==> src/ps2kd_pkg.sv <==
package ps2kd_pkg;

  localparam logic [7:0] CodeAck       = 8'hFA;
  localparam logic [7:0] CodePrefix    = 8'hE0;
  localparam logic [6:0] CodeLshift    = 7'h2A;
  localparam logic [6:0] CodeLeft      = 7'h4B;
  localparam logic [6:0] CodeUp        = 7'h48;
  localparam logic [6:0] CodeRight     = 7'h4D;
  localparam logic [6:0] CodeDown      = 7'h50;
  localparam logic [6:0] CodeBackspace = 7'h0E;
  localparam logic [6:0] CodeEnter     = 7'h1C;

  typedef enum logic [2:0] {
    KIND_CHAR      = 3'd0,
    KIND_BACKSPACE = 3'd1,
    KIND_ENTER     = 3'd2,
    KIND_LEFT      = 3'd3,
    KIND_UP        = 3'd4,
    KIND_RIGHT     = 3'd5,
    KIND_DOWN      = 3'd6
  } key_kind_e;

  typedef struct packed {
    logic      hit;
    key_kind_e kind;
    logic [6:0] chr;
  } key_result_t;

endpackage

==> src/ps2kd_decode.sv <==
module ps2kd_decode (
  input  logic                  clk_i,
  input  logic                  rst_ni,
  input  logic                  advance_i,
  input  logic [7:0]            scan_byte_i,
  output ps2kd_pkg::key_result_t res_o
);
  import ps2kd_pkg::*;

  function automatic logic [6:0] asc(input logic [7:0] c);
    return c[6:0];
  endfunction

  logic       shift_q, shift_d;
  logic       ext_q, ext_d;
  logic       release_w;
  logic [6:0] code_w;
  logic       lut_hit;
  logic [6:0] lut_char;
  logic [6:0] out_char;

  assign release_w = scan_byte_i[7];
  assign code_w    = scan_byte_i[6:0];

  // Key table for unprefixed presses: upper case letters, plain digits, ; , . and space.
  always_comb begin
    lut_hit  = 1'b1;
    lut_char = '0;
    case (code_w) inside
      [7'h02:7'h0A]: lut_char = code_w + 7'h2F;
      7'h0B: lut_char = asc("0");
      7'h10: lut_char = asc("Q");
      7'h11: lut_char = asc("W");
      7'h12: lut_char = asc("E");
      7'h13: lut_char = asc("R");
      7'h14: lut_char = asc("T");
      7'h15: lut_char = asc("Y");
      7'h16: lut_char = asc("U");
      7'h17: lut_char = asc("I");
      7'h18: lut_char = asc("O");
      7'h19: lut_char = asc("P");
      7'h1E: lut_char = asc("A");
      7'h1F: lut_char = asc("S");
      7'h20: lut_char = asc("D");
      7'h21: lut_char = asc("F");
      7'h22: lut_char = asc("G");
      7'h23: lut_char = asc("H");
      7'h24: lut_char = asc("J");
      7'h25: lut_char = asc("K");
      7'h26: lut_char = asc("L");
      7'h27: lut_char = asc(";");
      7'h2C: lut_char = asc("Z");
      7'h2D: lut_char = asc("X");
      7'h2E: lut_char = asc("C");
      7'h2F: lut_char = asc("V");
      7'h30: lut_char = asc("B");
      7'h31: lut_char = asc("N");
      7'h32: lut_char = asc("M");
      7'h33: lut_char = asc(",");
      7'h34: lut_char = asc(".");
      7'h39: lut_char = asc(" ");
      default: lut_hit = 1'b0;
    endcase
  end

  // Apply shift: lower-case letters when not held, digit symbols when held.
  always_comb begin
    out_char = lut_char;
    if (!shift_q && (lut_char inside {[asc("A"):asc("Z")]})) begin
      out_char = lut_char + 7'd32;
    end else if (shift_q) begin
      case (lut_char)
        asc("0"): out_char = asc(")");
        asc("1"): out_char = asc("!");
        asc("2"): out_char = asc("@");
        asc("3"): out_char = asc("#");
        asc("4"): out_char = asc("$");
        asc("5"): out_char = asc("%");
        asc("6"): out_char = asc("^");
        asc("7"): out_char = asc("&");
        asc("8"): out_char = asc("*");
        asc("9"): out_char = asc("(");
        default: out_char = lut_char;
      endcase
    end
  end

  always_comb begin
    shift_d    = shift_q;
    ext_d      = ext_q;
    res_o.hit  = 1'b0;
    res_o.kind = KIND_CHAR;
    res_o.chr  = '0;
    if (scan_byte_i == CodeAck) begin
      // drop acknowledge, keep flags
    end else if (scan_byte_i == CodePrefix) begin
      ext_d = 1'b1;
    end else begin
      ext_d = 1'b0;
      if (code_w == CodeLshift) begin
        shift_d = !release_w;
      end else if (!release_w) begin
        if (ext_q) begin
          case (code_w)
            CodeLeft: begin
              res_o.hit  = 1'b1;
              res_o.kind = KIND_LEFT;
            end
            CodeUp: begin
              res_o.hit  = 1'b1;
              res_o.kind = KIND_UP;
            end
            CodeRight: begin
              res_o.hit  = 1'b1;
              res_o.kind = KIND_RIGHT;
            end
            CodeDown: begin
              res_o.hit  = 1'b1;
              res_o.kind = KIND_DOWN;
            end
            default: res_o.hit = 1'b0;
          endcase
        end else if (code_w == CodeBackspace) begin
          res_o.hit  = 1'b1;
          res_o.kind = KIND_BACKSPACE;
        end else if (code_w == CodeEnter) begin
          res_o.hit  = 1'b1;
          res_o.kind = KIND_ENTER;
        end else begin
          res_o.hit = lut_hit;
          res_o.chr = lut_hit ? out_char : 7'd0;
        end
      end
    end
  end

  always_ff @(posedge clk_i or negedge rst_ni) begin
    if (!rst_ni) begin
      shift_q <= 1'b0;
      ext_q   <= 1'b0;
    end else if (advance_i) begin
      shift_q <= shift_d;
      ext_q   <= ext_d;
    end
  end

endmodule

==> src/ps2_scan_code_to_key_decoder.sv <==
// PS/2 scan-code set 1 key decoder.
//
// Input channel: one raw keyboard byte per request on scan_byte_i, qualified
// by in_valid_i and accepted at a clock edge where in_stall_o is low.
// Output channel: one decoded key per request on key_kind_o / key_char_o,
// qualified by out_valid_o and taken when out_stall_i is low. Bytes that
// decode to nothing (ACK, E0 prefix, shift, releases, unknown keys) leave no
// output request; all of them but ACK update the shift and prefix flags.
//
// Acceptance loads the byte into the input register; the table decode of that
// register then loads into the output register when that register is free.
// Throughput is one byte per cycle while the receiver does not stall, set by the
// single decode stage; the input register refills in the same cycle its byte
// moves on.
//
// Reset clears both valid flags, the shift flag and the pending prefix flag.
// While the receiver stalls a valid result, the result holds, the byte in
// the input register holds, and in_stall_o rises once that register is full.
module ps2_scan_code_to_key_decoder (
  input  logic       clk_i,
  input  logic       rst_ni,
  input  logic       in_valid_i,
  output logic       in_stall_o,
  input  logic [7:0] scan_byte_i,
  output logic       out_valid_o,
  input  logic       out_stall_i,
  output logic [2:0] key_kind_o,
  output logic [6:0] key_char_o
);
  import ps2kd_pkg::*;

  logic        in_valid_q;
  logic [7:0]  byte_q;
  logic        out_valid_q;
  logic [2:0]  kind_q;
  logic [6:0]  char_q;
  logic        out_free;
  logic        advance;
  logic        in_take;
  key_result_t res;

  // The output register can load when empty or when its request leaves now.
  assign out_free   = !out_valid_q || !out_stall_i;
  // Advance the held byte through decode whenever the result slot is free.
  assign advance    = in_valid_q && out_free;
  assign in_stall_o = in_valid_q && !advance;
  assign in_take    = in_valid_i && !in_stall_o;

  ps2kd_decode u_decode (
    .clk_i       (clk_i),
    .rst_ni      (rst_ni),
    .advance_i   (advance),
    .scan_byte_i (byte_q),
    .res_o       (res)
  );

  always_ff @(posedge clk_i or negedge rst_ni) begin
    if (!rst_ni) begin
      in_valid_q  <= 1'b0;
      out_valid_q <= 1'b0;
    end else begin
      if (in_take) begin
        in_valid_q <= 1'b1;
      end else if (advance) begin
        in_valid_q <= 1'b0;
      end
      if (out_free) begin
        out_valid_q <= advance && res.hit;
      end
    end
  end

  // Payload registers: byte on take, key on a decoded hit; hold otherwise.
  always_ff @(posedge clk_i) begin
    if (in_take) begin
      byte_q <= scan_byte_i;
    end
    if (advance && res.hit) begin
      kind_q <= res.kind;
      char_q <= res.chr;
    end
  end

  assign out_valid_o = out_valid_q;
  assign key_kind_o  = kind_q;
  assign key_char_o  = char_q;

endmodule

==> config.mk <==
export PLATFORM = sky130hd
export DESIGN_NAME = ps2_scan_code_to_key_decoder
export DESIGN_NICKNAME = d
export VERILOG_FILES = /design/src/ps2kd_pkg.sv /design/src/ps2kd_decode.sv /design/src/ps2_scan_code_to_key_decoder.sv
export SDC_FILE = /design/constraint.sdc
export NUM_CORES = 1
export LEC_CHECK = 0
export ABC_AREA = 1
export BUFFER_PORTS_ARGS = -buffer_cell sky130_fd_sc_hd__buf_2
export CORE_ASPECT_RATIO = 1.4
export CORE_MARGIN = 2
export CORE_UTILIZATION = 48
export DETAILED_ROUTE_END_ITERATION = 8
export PLACE_DENSITY = 0.67
export SYNTH_ARGS = -nofsm -noshare
export SYNTH_HDL_FRONTEND = slang
export SYNTH_SLANG_ARGS = --single-unit
==> constraint.sdc <==
create_clock -name clk_i -period 4.66 [get_ports clk_i]
set_clock_uncertainty 0.1 [all_clocks]
set_input_delay 0 -clock clk_i [delete_from_list [all_inputs] [get_ports clk_i]]
set_output_delay 0 -clock clk_i [all_outputs]
set_load 0.05 [all_outputs]
==> results.json <==
{
  "hpwl_mm": 4.51,
  "relSlewSlack_pct": 58.4,
  "antenna_found_initial": 0,
  "rsz0062_at_grt": "false",
  "synth-edff-count": 18,
  "gp_congestion": 0.943,
  "worstMarginPinSlew_ns": 0.619,
  "clk_latency_ns": 0.26,
  "port_buffers": 23,
  "hold_path_class": "in2reg",
  "grt_usage_pct": 23.4,
  "path_clk_slew_ns": 0.07,
  "cts_tree": "yes",
  "final_nets": 389,
  "root_buffer": "clkbuf_8",
  "slowest_stage": "edfxtp_1",
  "avgViaCountPerCell": 5.21,
  "drc": 0,
  "synth_fp_nets": 351,
  "worst-r2r-cell-count": 21,
  "drt_iter0_markers": 116,
  "crit_path_max_fanout": 6,
  "period_needed_ns": 3.53,
  "wire_per_inst_um": 12.9,
  "place_ws_ns": 1.25,
  "routed-via-count": 2235,
  "yosysTopAreaCellShare_pct": 25.2,
  "cts_hold_buf": 12,
  "worstHoldPathCells": 2,
  "drv_cap": 0,
  "core_mm2": 0.00427,
  "status": "complete, no violations",
  "hold_viol": 0,
  "yosysMostFrequentCell": "nand2_1",
  "grt_max_degree": 17,
  "setup_tns_ns": 0,
  "synth.cell_area_mm2": 0.00215,
  "yosys-top-cells-area": "edfxtp_1, nand2_1, nor2_1",
  "fin_crit_sh_pct": 75.7,
  "netlist_instances": 332,
  "ant_nets": 0,
  "routed_wl_mm": 5.52,
  "grt_pass1_vias": 2147,
  "worstPathCellList": "inv_1, ha_1, inv_1, nor2_1, nand2_1, nand3_1, nor2_1, and3_1, nand3b_4, o21ai_4, inv_1, ha_1, nand2_1, nor2_1, nand2_1, nand2_1, nand2_1, nand2_1, nor2_1, nor2_1, nor2_1",
  "setup_slack_ns": 1.13,
  "p_leak_nw": 1.27,
  "synth_cell_types": 32,
  "ys_seq_area_share_pct": 29.9,
  "synth_seq_cells": 22,
  "avgSynthCellArea_um2": 6.46,
  "setup_violations": 0,
  "firstDrtPassIters": 4,
  "cts_resized": 0,
  "power_density_mw_per_mm2": 196,
  "drv_slew": 0,
  "endpoint_kind": "flop",
  "synthTopCellsByCount": "nand2_1, nor2_1, inv_1",
  "antennaDiodeCount": 0,
  "yosys_most_used_dff": "edfxtp_1",
  "synth.largest_area_cell": "edfxtp_1",
  "rows": 28,
  "ios": 24,
  "ir_drop_v": 0.000227,
  "die_x_um": 60.5,
  "drive_above_1_share_pct": 14.6,
  "required_ns": 4.58,
  "start_util_pct": 50.2,
  "syn_to_final_growth_pct": 15.7,
  "die_area_mm2": 0.00503,
  "grt_pass1_wl_mm": 9.20,
  "die-height_um": 83.1,
  "cts_made_buffers": 3,
  "cp-start-kind": "flop",
  "cts_setup_buffers": 0,
  "worstSetupPathType": "reg2reg",
  "htreeDepth": 1,
  "slowest_delay_ns": 0.46,
  "max_freq_mhz": 283,
  "ys_async_sr_fraction_pct": 18.2,
  "clkSinkCount": 22,
  "critPathArrivalTime_ns": 3.45,
  "clockBufferDepth": 2,
  "yosysWarnings": 0,
  "grt_overflow_total": 0
}
## kinds of logic (layout without fill, tap and decap cells)
logic type	count (synthesis)	in the layout	synth area share, %
XOR/XNOR	1	1	0.408
buffers and inverters	54	91	9.97
AO/OA/AOI/OAI	37	37	10.8
AND/OR/NAND/NOR	211	211	44.8
flip-flops	22	22	29.9
adder cells (fa/ha/maj)	7	7	4.08
## final timing paths
check                                    start  slack (ns)                      endpoint
max reg2reg                byte_q[0]$_DFFE_PP_        1.13   key_char_o[5]$_SDFFCE_PP0P_
max                        byte_q[0]$_DFFE_PP_        1.13   key_char_o[5]$_SDFFCE_PP0P_
min in group asynchronous               rst_ni        0.52  u_decode.shift_q$_DFFE_PN0P_
min                             scan_byte_i[2]        0.35           byte_q[2]$_DFFE_PP_
max in group asynchronous               rst_ni        3.76        in_valid_q$_DFFE_PN0P_
min reg2reg                byte_q[7]$_DFFE_PP_        0.39  u_decode.shift_q$_DFFE_PN0P_
## per-stage QoR
step / hold slack, ns / instances / utilization [%] / total power [mW] / area, um^2
after floorplan: -0.396 / 332 / - / 0.336 / 2150
after global placement: -0.294 / 413 / 54.2 / 0.367 / 2320
after detailed placement: -0.291 / 413 / 54.2 / 0.367 / 2320
after CTS: 0.341 / 429 / 58.1 / 0.489 / 2480
after global routing: 0.355 / 429 / 58.1 / 0.514 / 2480
final: 0.345 / 429 / 58.1 / 0.487 / 2480
## metal layers
metal	GRT usage, %	vias to the layer above	routed length, um
li1	-	1154	-
met1	26.7	1008	2220
met2	43.4	65	2980
met3	4.05	8	233
met4	5.34	0	83
met5	0	-	0
## power by group
part           switching, mW  internal, mW
sequential           0.00858         0.223
combinational         0.0953        0.0457
clock                 0.0559        0.0587
## final cells by class
type / instances / area (um^2)
clock buffers: 3 / 41.3
clock inverters: 1 / 3.75
fillers: 429 / 1790
inverters: 52 / 195
multi-input cells: 256 / 1290
flip-flops and latches: 22 / 641
well taps: 60 / 75.1
repair buffers: 35 / 235
## critical path, delay by kind of cell (launching register included)
kind | cells | cell delay (ns)
fa+ha+maj | 2 | 0.51
flops | 1 | 0.46
compound gates | 1 | 0.08
simple gates | 15 | 1.77
buf+inv | 3 | 0.37
## state kept, by name, indices dropped and copies added, names as in the netlist
| register | flops |
|---|---|
| byte_q | 8 |
| key_char_o | 7 |
| key_kind_o | 3 |
| in_valid_q | 1 |
| out_valid_o | 1 |
| u_decode.ext_q | 1 |
| u_decode.shift_q | 1 |
## layout by cell type (no fill, tap or decap), types with 5 or more instances in the layout
cell type        n
dlygate4sd3_1   12
nor3_1           9
inv_1           45
buf_2           23
nand3_1         23
inv_2            7
a21oi_1          9
o21ai_0         12
edfxtp_1        18
nor2_1          47
nand2_1        103
nand4_1          7
ha_1             7
nor2_4           5
o211ai_1         5
(Power assumes the default switching activity.)
